File: config.mk
export PLATFORM = sky130hd
export DESIGN_NAME = quad_half_step_stepper_homing
export DESIGN_NICKNAME = d
export VERILOG_FILES = /design/src/rtl/qhs_pkg.sv /design/src/rtl/qhs_homing.sv /design/src/rtl/qhs_motor.sv /design/src/rtl/quad_half_step_stepper_homing.sv
export SDC_FILE = /design/constraint.sdc
export NUM_CORES = 1
export LEC_CHECK = 0
export BUFFER_PORTS_ARGS = -buffer_cell sky130_fd_sc_hd__buf_2
export CAP_MARGIN = 20
export CORE_MARGIN = 2
export CORE_UTILIZATION = 25
export CTS_CLUSTER_SIZE = 28
export DETAILED_ROUTE_END_ITERATION = 7
export GPL_ROUTABILITY_DRIVEN = 0
export GPL_TIMING_DRIVEN = 0
export PLACE_DENSITY = 0.35
export SLEW_MARGIN = 5
export SYNTH_ARGS = -nofsm -noshare
export SYNTH_HDL_FRONTEND = slang
export SYNTH_HIERARCHICAL = 1
export SYNTH_SLANG_ARGS = --single-unit
File: constraint.sdc
create_clock -name clk -period 13.4 [get_ports clk]
set_input_delay 1.34 -clock clk [delete_from_list [all_inputs] [get_ports clk]]
set_output_delay 1.34 -clock clk [all_outputs]
set_load 0.1 [all_outputs]
File: src/rtl/qhs_pkg.sv
// Shared types, constants and helper functions for the quad half-step stepper block.
`timescale 1ns / 1ps

package qhs_pkg;

  localparam int NUM_MOTORS = 4;
  localparam int MOT_W      = 2;
  localparam int PEND_W     = 16;
  localparam int PHASE_W    = 3;
  localparam int COIL_W     = 4;
  localparam int HPH_W      = 4;

  typedef logic signed [PEND_W-1:0] pend_t;
  typedef logic [PHASE_W-1:0]       phase_t;
  typedef logic [COIL_W-1:0]        coil_t;
  typedef logic [HPH_W-1:0]         hph_t;
  typedef logic [MOT_W-1:0]         mot_id_t;

  typedef pend_t  pend_arr_t  [NUM_MOTORS];
  typedef phase_t phase_arr_t [NUM_MOTORS];
  typedef coil_t  coil_arr_t  [NUM_MOTORS];

  // Item opcodes.
  typedef enum logic [1:0] {
    OP_MOVE  = 2'd0,
    OP_TICK  = 2'd1,
    OP_START = 2'd2
  } op_t;

  // Homing run phases: idle, first seek phase, final settle phase.
  localparam hph_t HPH_IDLE  = 4'd0;
  localparam hph_t HPH_FIRST = 4'd1;
  localparam hph_t HPH_LAST  = 4'd8;

  localparam pend_t START_PRELOAD = 16'sd500;

  // Control from the homing sequencer to the motor step unit.
  typedef struct packed {
    logic    pass;       // run the normal step pass over all motors
    logic    drive;      // one homing step on a single motor
    mot_id_t drive_id;
    logic    drive_fwd;
  } step_ctl_t;

  function automatic coil_t coil_pattern(input phase_t ph);
    coil_t c;
    case (ph)
      3'd0:    c = 4'b0001;
      3'd1:    c = 4'b0011;
      3'd2:    c = 4'b0010;
      3'd3:    c = 4'b0110;
      3'd4:    c = 4'b0100;
      3'd5:    c = 4'b1100;
      3'd6:    c = 4'b1000;
      default: c = 4'b1001;
    endcase
    return c;
  endfunction

  // Offset applied to a motor once its sensor reports home.
  function automatic pend_t seek_offset(input mot_id_t k);
    pend_t v;
    case (k)
      2'd0:    v = -16'sd160;
      2'd1:    v = -16'sd5450;
      2'd2:    v = 16'sd0;
      default: v = 16'sd200;
    endcase
    return v;
  endfunction

  // Preload queued on the following motor after motor k has settled.
  function automatic pend_t next_preload(input mot_id_t k);
    pend_t v;
    case (k)
      2'd0:    v = 16'sd500;
      2'd1:    v = 16'sd500;
      2'd2:    v = -16'sd500;
      default: v = 16'sd0;
    endcase
    return v;
  endfunction

  function automatic pend_t sat_add(input pend_t a, input pend_t b);
    logic signed [PEND_W:0] s;
    pend_t r;
    s = {a[PEND_W-1], a} + {b[PEND_W-1], b};
    if (s > 17'sd32767) begin
      r = 16'sh7FFF;
    end else if (s < -17'sd32768) begin
      r = 16'sh8000;
    end else begin
      r = pend_t'(s[PEND_W-1:0]);
    end
    return r;
  endfunction

endpackage

File: src/rtl/qhs_homing.sv
// Homing sequencer: walks the homing phases for one tick, letting transitions fall through.
`timescale 1ns / 1ps

module qhs_homing (
  input  qhs_pkg::hph_t      hph_cur,
  input  qhs_pkg::pend_arr_t pend_cur,
  input  logic [3:0]         home_sensors,
  output qhs_pkg::hph_t      hph_next,
  output qhs_pkg::pend_arr_t pend_next,
  output qhs_pkg::step_ctl_t ctl,
  output logic               done
);
  import qhs_pkg::*;

  mot_id_t k;

  // Each phase either stops the walk (step pass, homing step, finish) or advances
  // the phase, so the next iteration picks it up within the same tick.
  always_comb begin
    hph_next  = hph_cur;
    pend_next = pend_cur;
    ctl       = '0;
    done      = 1'b0;
    k         = '0;
    for (int p = 1; p <= int'(HPH_LAST); p++) begin
      if (hph_next == HPH_W'(p)) begin
        k = MOT_W'((p - 1) >> 1);
        if (pend_next[k] != '0) begin
          ctl.pass = 1'b1;
        end else if ((p & 1) != 0) begin
          if (home_sensors[k]) begin
            ctl.drive     = 1'b1;
            ctl.drive_id  = k;
            ctl.drive_fwd = (k == mot_id_t'(NUM_MOTORS - 1));
          end else begin
            hph_next     = hph_next + hph_t'(1);
            pend_next[k] = sat_add(pend_next[k], seek_offset(k));
          end
        end else if (HPH_W'(p) == HPH_LAST) begin
          hph_next = HPH_IDLE;
          done     = 1'b1;
        end else begin
          pend_next[k + mot_id_t'(1)] = sat_add(pend_next[k + mot_id_t'(1)], next_preload(k));
          hph_next = hph_next + hph_t'(1);
        end
      end
    end
  end

endmodule

File: src/rtl/qhs_motor.sv
// Motor step unit: drives coils, advances phases and counts off pending steps.
`timescale 1ns / 1ps

module qhs_motor (
  input  qhs_pkg::step_ctl_t  ctl,
  input  qhs_pkg::pend_arr_t  pend_in,
  input  qhs_pkg::phase_arr_t phase_in,
  input  qhs_pkg::coil_arr_t  coil_in,
  output qhs_pkg::pend_arr_t  pend_out,
  output qhs_pkg::phase_arr_t phase_out,
  output qhs_pkg::coil_arr_t  coil_out,
  output logic [3:0]          stepped
);
  import qhs_pkg::*;

  logic [NUM_MOTORS-1:0] go;
  logic [NUM_MOTORS-1:0] fwd;

  always_comb begin
    for (int m = 0; m < NUM_MOTORS; m++) begin
      pend_out[m] = pend_in[m];
      go[m]       = 1'b0;
      fwd[m]      = 1'b0;
      if (ctl.drive && ctl.drive_id == MOT_W'(m)) begin
        // Homing steps leave the pending count alone.
        go[m]  = 1'b1;
        fwd[m] = ctl.drive_fwd;
      end else if (ctl.pass && pend_in[m] != '0) begin
        go[m]  = 1'b1;
        fwd[m] = !pend_in[m][PEND_W-1];
        if (fwd[m]) begin
          pend_out[m] = pend_in[m] - pend_t'(1);
        end else begin
          pend_out[m] = pend_in[m] + pend_t'(1);
        end
      end
      if (go[m]) begin
        coil_out[m]  = coil_pattern(phase_in[m]);
        phase_out[m] = fwd[m] ? phase_in[m] + phase_t'(1) : phase_in[m] - phase_t'(1);
      end else begin
        coil_out[m]  = coil_in[m];
        phase_out[m] = phase_in[m];
      end
    end
    stepped = go;
  end

endmodule

File: src/rtl/quad_half_step_stepper_homing.sv
// An accepted item's result is presented in the cycle after its transfer.
// Throughput: one item per cycle while the input is not stalled; the whole update is one combinational pass
// from the state registers to the result register.
// The input stalls only while a finished result waits and the output is stalled.
// Synchronous reset clears all step counts, phases and coil latches, and leaves homing idle.
`timescale 1ns / 1ps

module quad_half_step_stepper_homing (
  input  logic        clk,
  input  logic        rst,
  input  logic        in_valid,
  output logic        in_stall,
  input  logic [1:0]  op,
  input  logic [1:0]  motor_id,
  input  logic signed [15:0] step_count,
  input  logic [3:0]  home_sensors,
  output logic        out_valid,
  input  logic        out_stall,
  output logic [3:0]  coils_m1,
  output logic [3:0]  coils_m2,
  output logic [3:0]  coils_m3,
  output logic [3:0]  coils_m4,
  output logic [3:0]  stepped,
  output logic        homing_busy,
  output logic        init_done
);
  import qhs_pkg::*;

  pend_arr_t  pending;
  pend_arr_t  pending_next;
  phase_arr_t phase_index;
  phase_arr_t phase_index_next;
  coil_arr_t  coil_latch;
  coil_arr_t  coil_latch_next;
  hph_t       homing_phase;
  hph_t       homing_phase_next;
  logic [3:0] stepped_next;
  logic       init_done_next;

  hph_t       hm_hph;
  pend_arr_t  hm_pend;
  step_ctl_t  hm_ctl;
  logic       hm_done;
  step_ctl_t  tick_ctl;
  pend_arr_t  mot_pend;
  phase_arr_t mot_phase;
  coil_arr_t  mot_coil;
  logic [3:0] mot_stepped;
  logic       in_xfer;

  assign in_stall = out_valid && out_stall;
  assign in_xfer  = in_valid && !in_stall;

  qhs_homing u_homing (
    .hph_cur      (homing_phase),
    .pend_cur     (pending),
    .home_sensors (home_sensors),
    .hph_next     (hm_hph),
    .pend_next    (hm_pend),
    .ctl          (hm_ctl),
    .done         (hm_done)
  );

  // Outside a homing run every tick is a plain step pass.
  always_comb begin
    tick_ctl = hm_ctl;
    if (homing_phase == HPH_IDLE) begin
      tick_ctl.pass = 1'b1;
    end
  end

  qhs_motor u_motor (
    .ctl       (tick_ctl),
    .pend_in   (hm_pend),
    .phase_in  (phase_index),
    .coil_in   (coil_latch),
    .pend_out  (mot_pend),
    .phase_out (mot_phase),
    .coil_out  (mot_coil),
    .stepped   (mot_stepped)
  );

  always_comb begin
    pending_next      = pending;
    phase_index_next  = phase_index;
    coil_latch_next   = coil_latch;
    homing_phase_next = homing_phase;
    stepped_next      = '0;
    init_done_next    = 1'b0;
    case (op)
      OP_MOVE: begin
        pending_next[motor_id] = sat_add(pending[motor_id], step_count);
      end
      OP_TICK: begin
        pending_next      = mot_pend;
        phase_index_next  = mot_phase;
        coil_latch_next   = mot_coil;
        homing_phase_next = hm_hph;
        stepped_next      = mot_stepped;
        init_done_next    = hm_done;
      end
      OP_START: begin
        pending_next[0]   = sat_add(pending[0], START_PRELOAD);
        homing_phase_next = HPH_FIRST;
      end
      default: begin
      end
    endcase
  end

  always_ff @(posedge clk) begin
    if (rst) begin
      for (int m = 0; m < NUM_MOTORS; m++) begin
        pending[m]     <= '0;
        phase_index[m] <= '0;
        coil_latch[m]  <= '0;
      end
      homing_phase <= HPH_IDLE;
      out_valid    <= 1'b0;
      stepped      <= '0;
      init_done    <= 1'b0;
    end else begin
      if (in_xfer) begin
        pending      <= pending_next;
        phase_index  <= phase_index_next;
        coil_latch   <= coil_latch_next;
        homing_phase <= homing_phase_next;
        stepped      <= stepped_next;
        init_done    <= init_done_next;
        out_valid    <= 1'b1;
      end else if (!out_stall) begin
        out_valid <= 1'b0;
      end
    end
  end

  // State only changes on an input transfer, so the latches are the result fields.
  assign coils_m1    = coil_latch[0];
  assign coils_m2    = coil_latch[1];
  assign coils_m3    = coil_latch[2];
  assign coils_m4    = coil_latch[3];
  assign homing_busy = (homing_phase != HPH_IDLE);

  a_done_ends_run: assert property (@(posedge clk) disable iff (rst)
    (out_valid && init_done) |-> !homing_busy)
    else $error("init_done reported while homing still runs");

  a_phase_range: assert property (@(posedge clk) disable iff (rst)
    homing_phase <= HPH_LAST)
    else $error("homing phase out of range");

  a_start_enters: assert property (@(posedge clk) disable iff (rst)
    (in_xfer && op == OP_START) |=> (homing_phase == HPH_FIRST && homing_busy))
    else $error("start item did not enter the first homing phase");

  a_non_tick_quiet: assert property (@(posedge clk) disable iff (rst)
    (in_xfer && op != OP_TICK) |=> (stepped == '0 && !init_done))
    else $error("non-tick item drove coils or finished homing");

  a_stall_holds_state: assert property (@(posedge clk) disable iff (rst)
    in_stall |=> ($stable(homing_phase) && $stable(stepped)))
    else $error("state changed while the input was stalled");

endmodule

; Word level (Yosys, flattened, before mapping)
; Index checks and enable logic that the tools add are counted.
[classes]
n_addsub = 32
n_lt_le_gt_ge = 20
eq_ne = 38
n_mux = 151
bitwise_logic = 1
n_reduce_logical = 42
[ops]
columns = op, n
row1 = $mux W16, 64
row2 = $mux W32, 6
row3 = $gt A17 B16 Y1 const B, 9
row4 = $lt A17 B16 Y1 const B, 9
row5 = $add A16 B16 Y17, 8
row6 = $reduce_bool A16 Y1, 8
row7 = $mux W4, 29
row8 = $pmux W4 S7, 4
row9 = $pmux W48 S2, 1
row10 = $add A16 B2 Y16 const B, 4
row11 = $bwmux W64, 1
row12 = $sub A16 B2 Y16 const B, 4
row13 = $pmux W16 S3, 1
row14 = $eq A3 B3 Y1 const B, 12
row15 = $mux W1, 34
row16 = $bmux W16 S2, 1
row17 = $demux W16 S2, 1
row18 = $add A4 B1 Y4 const B, 7
row19 = $eq A3 B2 Y1 const B, 8
row20 = $mux W5, 4
row21 = $add A16 B10 Y17 const B, 1
row22 = $eq A4 B3 Y1 const B, 4
row23 = $add A3 B1 Y3 const B, 4
row24 = $eq A3 B1 Y1 const B, 4
row25 = 22 further kinds, 56
[word_totals]
reg_bits = 102
in_bits = 28
out_inout_bits = 24
word_cells = 300

; Logic depth before layout (Yosys ltp)
; Gate-level depths: netlist (run 1).
[logic_depth]
ltp_word = 75
ltp_mapped = 49
ltp_nobuf = 47

; Modules after synthesis
; The synthesis (run 1) kept the hierarchy.
[modules_own_cells]
columns = mod, instances, cells_per_inst, area_per_inst_um2, seq_area_each_um2
row1 = quad_half_step_stepper_homing, 1, 779, 6327.3, 2042.0
row2 = qhs_motor, 1, 678, 4652.0, 0.0
row3 = qhs_homing, 1, 655, 4011.3, 0.0

; Least setup slack after synthesis (run 1)
; Ideal clock, no wire load.
[synth_timing]
path_type = in2reg
start = input port home_sensors[0]
end = register pending[12] in the netlist's numbering
setup_ps = 132
t_arrival_ps = 9904
required_time_ps = 13268
slack_ps = 3364
stages = 43
path_buffers = 4
cell_sequence = nand2b_1 or2_2 o31a_1 o22ai_1 ha_1 nor3b_1 and2_1 nand4_1 mux2_2 inv_1 ha_1 nor2b_1 and2_1 clkbuf_1 and4_1 buf_2 mux2_2 nor4_4 [7 not listed] buf_2 o21ai_0 o2bb2ai_1 inv_1 ha_1 nand2_1 nor3_1 nand4_2 o21ai_0 ha_1 o21a_1 o31a_1 o41a_1 o211ai_2 nor3b_1 o31ai_1 a221oi_1 nor3_1
[synth_rtl]
columns = element, line
row1 = from (decl), quad_half_step_stepper_homing.sv:16  ; input logic [3:0] home_sensors,
row2 = to (signal assigned), quad_half_step_stepper_homing.sv:124  ; pending <= pending_next;
row3 = to (decl), quad_half_step_stepper_homing.sv:29  ; pend_arr_t pending;

==> impl_metrics.csv, run 1 <==
group,metric,value,unit
outcome,status,"finished clean",
yosys,avgSynthCellArea,7.10,um2
die,die-height,249,um
final_layout,syn2layout_area_growth,10.4,%
routing,drt_first_iter_violations,1410,
routing,drtAntennaViolNets,0,
run,maxCapViolations,0,
power_and_ir_drop,p_sw,855,uW
yosys,synth_area,0.0150,mm2
power_and_ir_drop,p_per_area,99.8,mW/mm2
timing,grt_setup_unrepaired,"false",
die,dieArea,0.0619,mm2
grt,grt_antenna_before_repair,1,
die,start_util,25.4,%
yosys,seq_area_frac_synth,13.6,%
timing,maxSlewViolCount,0,
critical_path,critPathKind,"flip-flop to flip-flop",
die,core.rowCount,89,
yosys,yosys_warnings,6,
critical_path,critical_path_arrival,12.66,ns
timing,hold_viol,0,
routing,totalWireLength,70200,um
final_layout,layout-drive-gt1-share,10.3,%
place,hpwlAfterDp,55900,um
routing,routedWlPerCell,23.8,um
clocking,clock_latency,0.40,ns
critical_path,required,13.66,ns
timing,finalSetupViolations,0,
clocking,clockRootBuffer,"clkbuf_16",
grt,grt_first_pass_wirelength,105000,um
yosys,synthCells,2112,
place,place_inst,2935,
grt,grt_max_degree,20,
place,port_buffers,50,
place,pre_cts_ws,-0.111,ns
grt,grt_pass1_vias,15900,
final_layout,stdcell_count,2953,
power_and_ir_drop,power.total,1650,uW
routing,vias,16800,
timing,tightest_slew,1.14,ns
timing,period_needed,12.40,ns
critical_path,critPathCaptureType,"flip-flop",
yosys,synth-edff-count,0,
power_and_ir_drop,combPwrFrac,60.6,%
power_and_ir_drop,power.internal,797,uW
power_and_ir_drop,p_clk_share,17.4,%
timing,holdWs,0.464,ns
timing,fin_ws,0.998,ns
critical_path,critPathMaxFanout,12,
clocking,h-tree-depth,3,
final_layout,nets,2335,
die,pin_count,52,
routing,firstDrtPassIters,5,
grt,grt_overflow,0,
clocking,cts_buffers,9,
power_and_ir_drop,p_seq_share,22.0,%
clocking,cts.clk_slew.worst_paths,0.09,ns
yosys,synth-main-ff-cell,"dfxtp_1",
clocking,clockBufferDepth,2,
clocking,cts_hold_buf,0,
routing,drc_errors,0,
timing,finalCritPeriodShare,92.5,%
final_layout,final_util,28.0,%
yosys,synthArstFlopShare,0,%
clocking,cts_tree,"yes",
final_layout,layout_common_cells,"nand2_1, nor2_1, o21ai_0",
routing,vias_per_cell,5.69,
critical_path,cp_common_cell,"ha_1",
power_and_ir_drop,p_leak,0.00622,uW
grt,grt_use_total,22.1,%
critical_path,cpPeakStageDelay,0.66,ns
clocking,cts.sink_count,102,
min_path,hold_path_class,"flip-flop to flip-flop",
timing,max_slew_margin,23.7,%
timing,fmax,80.6,MHz
final_layout,final_common_cell,"nand2_1",
die,die_w,249,um
power_and_ir_drop,vdd.ir_drop.worst,51.2,uV
die,coreArea,0.0591,mm2
critical_path,slowest_stage,"nor4_4",
yosys,synth.net_count,2273,
power_and_ir_drop,switching_share,51.7,%
yosys,yosysUniqueCellTypes,114,
critical_path,worstSetupStartpointType,"flip-flop",
timing,skew,0.0211,ns
yosys,synth_seq_cells,102,
[power groups by stage]
| stage | clock, uW | sequential [uW] | combinational, uW |
|---|---|---|---|
| 3_3_place_gp | 0 | 369 | 988 |
| 4_1_cts | 295 | 362 | 993 |
| 3_5_place_dp | 0 | 369 | 987 |
| 6_report | 287 | 364 | 1000 |
| 2_1_floorplan | 0 | 361 | 667 |
| 5_1_grt | 305 | 366 | 1090 |
[metal layers]
metal | track usage (%) | wire [um] | vias up
li1 | - | - | 8018
met3 | 3.50 | 3970 | 91
met2 | 34.8 | 31000 | 472
met5 | 0 | 0 | -
met4 | 7.64 | 2330 | 0
met1 | 30.6 | 32900 | 8221
[area by class of cell]
| class | count | area, um2 |
|---|---|---|
| fill | 6573 | 42600 |
| multi-input combinational | 1796 | 12100 |
| sequential | 102 | 2040 |
| tap | 773 | 967 |
| buffer | 125 | 551 |
| inverter | 88 | 330 |
| timing repair buffer | 52 | 265 |
| clock buffer | 10 | 239 |
| clock inverter | 6 | 62.6 |
| antenna | 1 | 2.50 |
[stage by stage]
stage                     TNS, ns  area [um2]
after global routing            0       16600
after floorplan                 0       15000
after detailed placement   -0.312       16200
after CTS                       0       16500
after global placement     -22.58       16200
final                           0       16600
[final timing paths]
kind                                                  to  depth (start not counted)  slack (ns)                     start
worst max-delay path            pending[13]$_SDFFE_PP0P_                         44         1.0  pending[51]$_SDFFE_PP0P_
worst max register to register  pending[13]$_SDFFE_PP0P_                         44         1.0  pending[51]$_SDFFE_PP0P_
worst min register to register   stepped[0]$_SDFFE_PP0P_                          2        0.46   stepped[0]$_SDFFE_PP0P_
worst min-delay path             stepped[0]$_SDFFE_PP0P_                          2        0.46   stepped[0]$_SDFFE_PP0P_
[synthesized netlist by cell type (all sizes together), types with 21 or more instances]
| master | number | share of area, % |
|---|---|---|
| a211oi | 35 | 1.9 |
| a21o | 32 | 1.6 |
| a21oi | 155 | 5.3 |
| a221oi | 46 | 2.7 |
| a31oi | 38 | 1.7 |
| buf | 38 | 1.5 |
| clkbuf | 88 | 2.2 |
| dfxtp | 102 | 14 |
| ha | 128 | 11 |
| inv | 88 | 2.2 |
| nand2 | 278 | 7.0 |
| nand2b | 26 | 1.1 |
| nand3 | 52 | 1.7 |
| nand4 | 24 | 1.0 |
| nor2 | 181 | 4.7 |
| nor3 | 88 | 3.1 |
| nor4 | 35 | 1.7 |
| o21a | 27 | 1.4 |
| o21ai | 191 | 6.5 |
| or2 | 21 | 0.88 |
| xnor2 | 55 | 3.2 |
| xor2 | 29 | 1.7 |
[registers in the layout (all words and copies together), names as in the netlist]
| register | flops |
|---|---|
| out_valid | 1 |
| coils_m4 | 4 |
| phase_index | 12 |
| init_done | 1 |
| coils_m1 | 4 |
| pending | 64 |
| coils_m2 | 4 |
| coils_m3 | 4 |
| homing_phase | 4 |
| stepped | 4 |
[critical path, delay by kind of cell (launching register included)]
family	cells	cell delay [ns]
fa+ha+maj	5	1.07
xor+xnor	2	0.29
compound gates	13	4.07
flops	1	0.54
simple gates	17	4.96
mux	1	0.46
buf+inv	6	0.86
[what timing repair did]
item | in CTS | in global routing
endpoints found under the setup margin | 16 | 86
pin swaps | 0 | 1
setup buffers | 0 | 2
gates resized for setup | 1 | 7
[logic make-up after synthesis]
family | after synthesis | synth area share, %
AND/OR/NAND/NOR | 826 | 27.2
adder cells (fa/ha/maj) | 137 | 11.6
AO/OA/AOI/OAI | 719 | 33.3
XOR/XNOR | 84 | 4.91
flip-flops | 102 | 13.6
buffers and inverters | 214 | 5.90
multiplexers | 30 | 3.41
No activity file was read; power rests on OpenSTA's default activity.
==> inputs of run 2 (changes only) <==
- REMOVE_ABC_BUFFERS: not set -> 1
==> impl_metrics.csv, run 2 (synthesis gave the netlist of run 1 again) <==
group,metric,value,unit
grt,grt_use_total,20.1,%
die,start_util,25.4,%
timing,tightest_slew,1.14,ns
timing,finalCritPeriodShare,91.6,%
critical_path,worstSetupStartpointType,"flip-flop",
critical_path,critPathMaxFanout,11,
final_layout,regMostFlops,"pending",
clocking,clockBufferDepth,2,
final_layout,register_area,0.00204,mm2
clocking,cts.clk_slew.worst_paths,0.09,ns
critical_path,slowest_stage,"nor4_1",
power_and_ir_drop,power.internal,779,uW
routing,totalWireLength,63600,um
clocking,cts_buffers,9,
timing,finalSetupViolations,0,
routing,drc_errors,0,
final_layout,final_area,0.0162,mm2
grt,met1_usage,28.0,%
timing,fmax,81.5,MHz
grt,grt_antenna_before_repair,3,
timing,max_slew_margin,23.4,%
die,die_w,249,um
final_layout,final_common_cell,"nand2_1",
power_and_ir_drop,p_leak,0.00604,uW
clocking,clockRootBuffer,"clkbuf_16",
power_and_ir_drop,p_sw,816,uW
timing,skew,0.0169,ns
power_and_ir_drop,switching_share,51.2,%
timing,hold_viol,0,
final_layout,layout-drive-gt1-share,10.1,%
grt,grt_pass1_vias,15300,
critical_path,critPathCaptureType,"flip-flop",
power_and_ir_drop,p_per_area,98.6,mW/mm2
timing,grt_setup_unrepaired,"false",
final_layout,nFillCells,6522,
final_layout,layout_common_cells,"nand2_1, nor2_1, o21ai_0",
final_layout,stdcell_count,2844,
place,place_inst,2818,
die,pin_count,52,
grt,grt_max_degree,70,
routing,firstDrtPassIters,5,
run,maxCapViolations,0,
power_and_ir_drop,p_clk_share,17.6,%
place,port_buffers,51,
routing,drt_first_iter_violations,1217,
routing,vias_per_cell,5.63,
grt,top_usage_layer,"met2",
place,place_area,0.0158,mm2
power_and_ir_drop,vdd.ir_drop.worst,51.6,uV
routing,vias,16000,
grt,use_met2,31.6,%
final_layout,top_regs,"pending: 64 flops, phase_index: 12 flops",
critical_path,cpPeakStageDelay,0.69,ns
clocking,h-tree-depth,3,
final_layout,largest_reg_flops,64,
critical_path,required,13.74,ns
final_layout,nets,2226,
final_layout,multi_input_area,0.0121,mm2
timing,maxSlewViolCount,0,
critical_path,critical_path_arrival,12.61,ns
die,die-height,249,um
clocking,cts.sink_count,102,
grt,grt_use_met3,3.22,%
routing,routedWlPerCell,22.4,um
grt,grt_first_pass_wirelength,96800,um
min_path,hold_path_class,"flip-flop to flip-flop",
clocking,clock_latency,0.41,ns
die,core.rowCount,89,
grt,grt_overflow,0,
timing,period_needed,12.27,ns
critical_path,cp_common_cell,"ha_1",
final_layout,syn2layout_area_growth,7.95,%
power_and_ir_drop,combPwrFrac,58.5,%
power_and_ir_drop,p_seq_share,23.9,%
die,coreArea,0.0591,mm2
clocking,cts_tree,"yes",
outcome,status,"finished clean",
place,hpwlAfterDp,49100,um
power_and_ir_drop,power.total,1590,uW
die,dieArea,0.0619,mm2
critical_path,critPathKind,"flip-flop to flip-flop",
routing,drtAntennaViolNets,0,
clocking,cts_hold_buf,0,
==> run 2: worst paths after layout <==
| kind | from | to | slack (ns) | cells after the start |
|---|---|---|---|---|
| hold / removal | stepped[3]$_SDFFE_PP0P_ | stepped[3]$_SDFFE_PP0P_ | 0.46 | 2 |
| setup reg to reg | pending[59]$_SDFFE_PP0P_ | pending[10]$_SDFFE_PP0P_ | 1.13 | 42 |
| hold reg to reg | stepped[3]$_SDFFE_PP0P_ | stepped[3]$_SDFFE_PP0P_ | 0.46 | 2 |
| setup / recovery | pending[59]$_SDFFE_PP0P_ | pending[10]$_SDFFE_PP0P_ | 1.13 | 42 |
==> run 2: power groups by stage <==
stage	Combinational (uW)	Sequential (uW)	Clock, uW
floorplan	623	373	0
CTS	930	380	293
global route	1020	385	300
finish	932	382	281
global placement	913	387	0
detailed placement	923	387	0
==> run 2: layer usage <==
| metal | routed length, um | vias up |
|---|---|---|
| met5 | 11 | - |
| met4 | 1570 | 2 |
| met3 | 2910 | 63 |
| met2 | 28100 | 402 |
| met1 | 31000 | 7760 |
| li1 | - | 7794 |
==> run 2: through the flow <==
step / TNS, ns / hold WS, ns / util [%] / worst slack [ns]
floorplan: 0 / 0.475 / - / 3.15
global placement: -20.22 / 0.441 / 26.5 / -0.730
detailed placement: -10.72 / 0.447 / 26.7 / -0.483
CTS: 0 / 0.461 / 27.2 / 0.108
global route: 0 / 0.481 / 27.4 / 0.353
finish: 0 / 0.461 / 27.4 / 1.13
==> run 2: repair_timing <==
action / in CTS / in global routing
resized for setup: 3 / 1
setup endpoints to repair: 39 / 73
setup buffers: 1 / 4
pin swaps: 1 / 2
==> run 2: final cells by class <==
| cell class | count | share of cell area (%) |
|---|---|---|
| diodes | 1 | 0.0155 |
| clock buffers | 9 | 1.39 |
| clock inverters | 7 | 0.418 |
| inverters | 88 | 2.04 |
| multi-input cells | 1796 | 74.7 |
| flip-flops and latches | 102 | 12.6 |
| well taps | 773 | 5.98 |
| repair buffers | 68 | 2.79 |
==> run 2: critical path, delay by kind of cell (launching register included) <==
family          cells  cell delay (ns)
compound gates     15             4.70
buf+inv             4             0.44
simple gates       16             5.00
flops               1             0.47
fa+ha+maj           5             1.13
xor+xnor            1             0.10
mux                 1             0.36
==> inputs of run 3 (changes only) <==
- ABC_AREA: not set -> 1
==> impl_metrics.csv, run 3 <==
group,metric,value,unit
timing,tightest_slew,0.972,ns
yosys,synthTopCellsByCount,"nand2_1, inv_1, nor2_1",
routing,totalWireLength,64400,um
final_layout,regMostFlops,"pending",
grt,grt_max_degree,64,
timing,period_needed,12.05,ns
timing,holdWs,0.465,ns
min_path,worstHoldStart,"stepped[3]$_SDFFE_PP0P_",
grt,grt_first_pass_wirelength,99700,um
routing,routedWlPerCell,17.6,um
routing,drt_first_iter_violations,1334,
routing,drc_errors,0,
clocking,clockBufferDepth,2,
yosys,synthCells,2844,
clocking,clockRootBuffer,"clkbuf_16",
final_layout,top_regs,"pending: 64 flops, phase_index: 12 flops",
timing,skew,0.0165,ns
yosys,seq_area_frac_synth,12.7,%
clocking,cts_tree,"yes",
critical_path,ff2ff_setup_slack,1.47,ns
yosys,yosys-top-cells-area,"nand2_1, dfxtp_1, ha_1",
timing,fmax,83.0,MHz
critical_path,required,13.68,ns
routing,vias_per_cell,4.83,
min_path,hold_depth,2,
grt,grt_use_total,19.2,%
routing,drtAntennaViolNets,0,
timing,finalCritPeriodShare,90.0,%
grt,top_usage_layer,"met2",
critical_path,critical_path_arrival,12.34,ns
final_layout,nets,2981,
timing,max_slew_margin,35.1,%
clocking,clock_latency,0.41,ns
yosys,yosysTopAreaCellShare,20.8,%
place,port_buffers,51,
critical_path,cp_common_cell,"inv_1",
die,die_w,258,um
run,maxCapViolations,0,
grt,use_met2,32.6,%
yosys,yosys_warnings,6,
final_layout,final_common_cell,"nand2_1",
die,core.rowCount,92,
timing,grt_setup_unrepaired,"false",
die,pin_count,52,
power_and_ir_drop,vdd.ir_drop.worst,68.0,uV
grt,grt_overflow,0,
yosys,synth_area_leader_cell,"nand2_1",
critical_path,worstSetupStartpointType,"input pin",
critical_path,crit_buf_inv,13,
die,dieArea,0.0663,mm2
critical_path,worst_r2r_endpoint,"pending[60]$_SDFFE_PP0P_",
outcome,status,"finished clean",
critical_path,critPathKind,"input pin to flip-flop",
power_and_ir_drop,p_per_area,96.6,mW/mm2
clocking,cts.sink_count,102,
final_layout,nFillCells,7364,
final_layout,syn2layout_area_growth,7.82,%
routing,vias,17700,
yosys,yosysUniqueCellTypes,66,
yosys,synth_seq_cells,102,
critical_path,critPathMaxFanout,27,
yosys,synth-edff-count,0,
yosys,synth_area,0.0161,mm2
timing,finalSetupViolations,0,
final_layout,layout_common_cells,"nand2_1, inv_1, nor2_1",
routing,firstDrtPassIters,5,
critical_path,critPathCaptureType,"flip-flop",
die,start_util,25.4,%
die,die-height,258,um
die,coreArea,0.0633,mm2
clocking,cts_hold_buf,0,
final_layout,layout-drive-gt1-share,7.65,%
min_path,hold_path_class,"flip-flop to flip-flop",
final_layout,diodes,0,
grt,met1_usage,25.8,%
grt,grt_use_met3,1.98,%
min_path,holdPathEnd,"stepped[3]$_SDFFE_PP0P_",
clocking,cts_buffers,9,
yosys,avgSynthCellArea,5.65,um2
critical_path,r2r_start,"pending[52]$_SDFFE_PP0P_",
yosys,yosysMostFrequentCell,"nand2_1",
grt,grt_pass1_vias,17100,
timing,maxSlewViolCount,0,
critical_path,reg2reg_depth,58,
place,hpwlAfterDp,51100,um
clocking,h-tree-depth,3,
power_and_ir_drop,p_leak,0.00881,uW
timing,hold_viol,0,
critical_path,path_delay_family,"simple AND/OR/NAND/NOR gates",
clocking,cts.clk_slew.worst_paths,0.08,ns
grt,grt_antenna_before_repair,0,
yosys,synthArstFlopShare,0,%
yosys,synth-main-ff-cell,"dfxtp_1",
critical_path,cpPeakStageDelay,0.55,ns
critical_path,slowest_stage,"nor2_2",
timing,fin_tns_setup,0,ns
final_layout,largest_reg_flops,64,
## run 3: cell count changes in the layout (fill, tap and decap cells not counted), sizes merged, moves of 25 or more
| cell | change |
|---|---|
| nor3 | -56 |
| a211oi | -33 |
| nor2 | +148 |
| a21o | -29 |
| nand4 | +29 |
| nand3 | +189 |
| a31oi | +26 |
| nor4 | -30 |
| nand2 | +650 |
| nand2b | -25 |
| xnor2 | -28 |
| a221oi | -45 |
| inv | +259 |
## run 3: metrics by stage
step           setup slack, ns  utilization, %  cells  total power [uW]  instance area (um2)
3_3_place_gp             0.497            26.6   3647              1390                16900
5_1_grt                  0.202            27.4   3671              1830                17300
6_report                  1.35            27.4   3671              1670                17300
3_5_place_dp             0.532            26.9   3653              1400                17000
4_1_cts                  0.899            27.3   3669              1690                17300
2_1_floorplan             4.06               -   2750              1080                15500
## run 3: worst reg2reg max path, delay by kind of cell, from the launching register on
kind                       cells  cell delay, ns
xor gates and xnor gates       1            0.30
buffers and inverters         12            2.07
DFF                            1            0.78
AOI/OAI and AO/OA              5            1.03
and+or+nand+nor               37            7.04
adders and majority gates      3            0.62
## run 3: cells by family (layout without fill, tap and decap cells)
family          count (synthesis)  after routing  share of synthesized area (%)
flops                         102            102                           12.7
xor+xnor                       79             79                           4.35
simple gates                 1629           1629                           44.9
buf+inv                       444            425                           11.5
mux                             3              3                          0.187
fa+ha+maj                     134            134                           10.7
compound gates                453            453                           15.7
## run 3: where the power goes
part	internal (uW)	switching, uW	leakage, uW
clock	129	156	0.000134
sequential	322	42.3	0.000834
combinational	307	716	0.00784
## run 3: how the worst max path moves through the flow
stage                                    end  cells after the start            start  slack, ns
CTS                 pending[51]$_SDFFE_PP0P_                     54  home_sensors[0]       0.90
finish              pending[60]$_SDFFE_PP0P_                     53  home_sensors[0]       1.35
detailed placement  pending[51]$_SDFFE_PP0P_                     54  home_sensors[0]       0.53
global placement    pending[51]$_SDFFE_PP0P_                     54  home_sensors[0]       0.50
global route        pending[53]$_SDFFE_PP0P_                     58  home_sensors[0]       0.20
floorplan           pending[51]$_SDFFE_PP0P_                     57  home_sensors[0]       4.06
## run 3: layout make-up
type	count	area (um2)	area share [%]
Inverter	350	1320	7.61
Tap cell	846	1060	6.11
Sequential cell	102	2040	11.8
Timing Repair Buffer	59	404	2.33
Clock inverter	7	57.6	0.332
Multi-Input combinational cell	2298	12200	70.5
Clock buffer	9	225	1.30
## run 3: layer usage
layer | routed length, um | vias up | share of wire [%]
met3 | 2100 | 53 | 3.3
met4 | 1330 | 0 | 2.1
met2 | 29800 | 279 | 46
li1 | - | 9193 | -
met1 | 31200 | 8216 | 48
met5 | 0 | - | 0
## run 3: what timing repair did
action	CTS	global route
buffers inserted	0	0
endpoints found under the setup margin	0	15
resized for setup	0	3
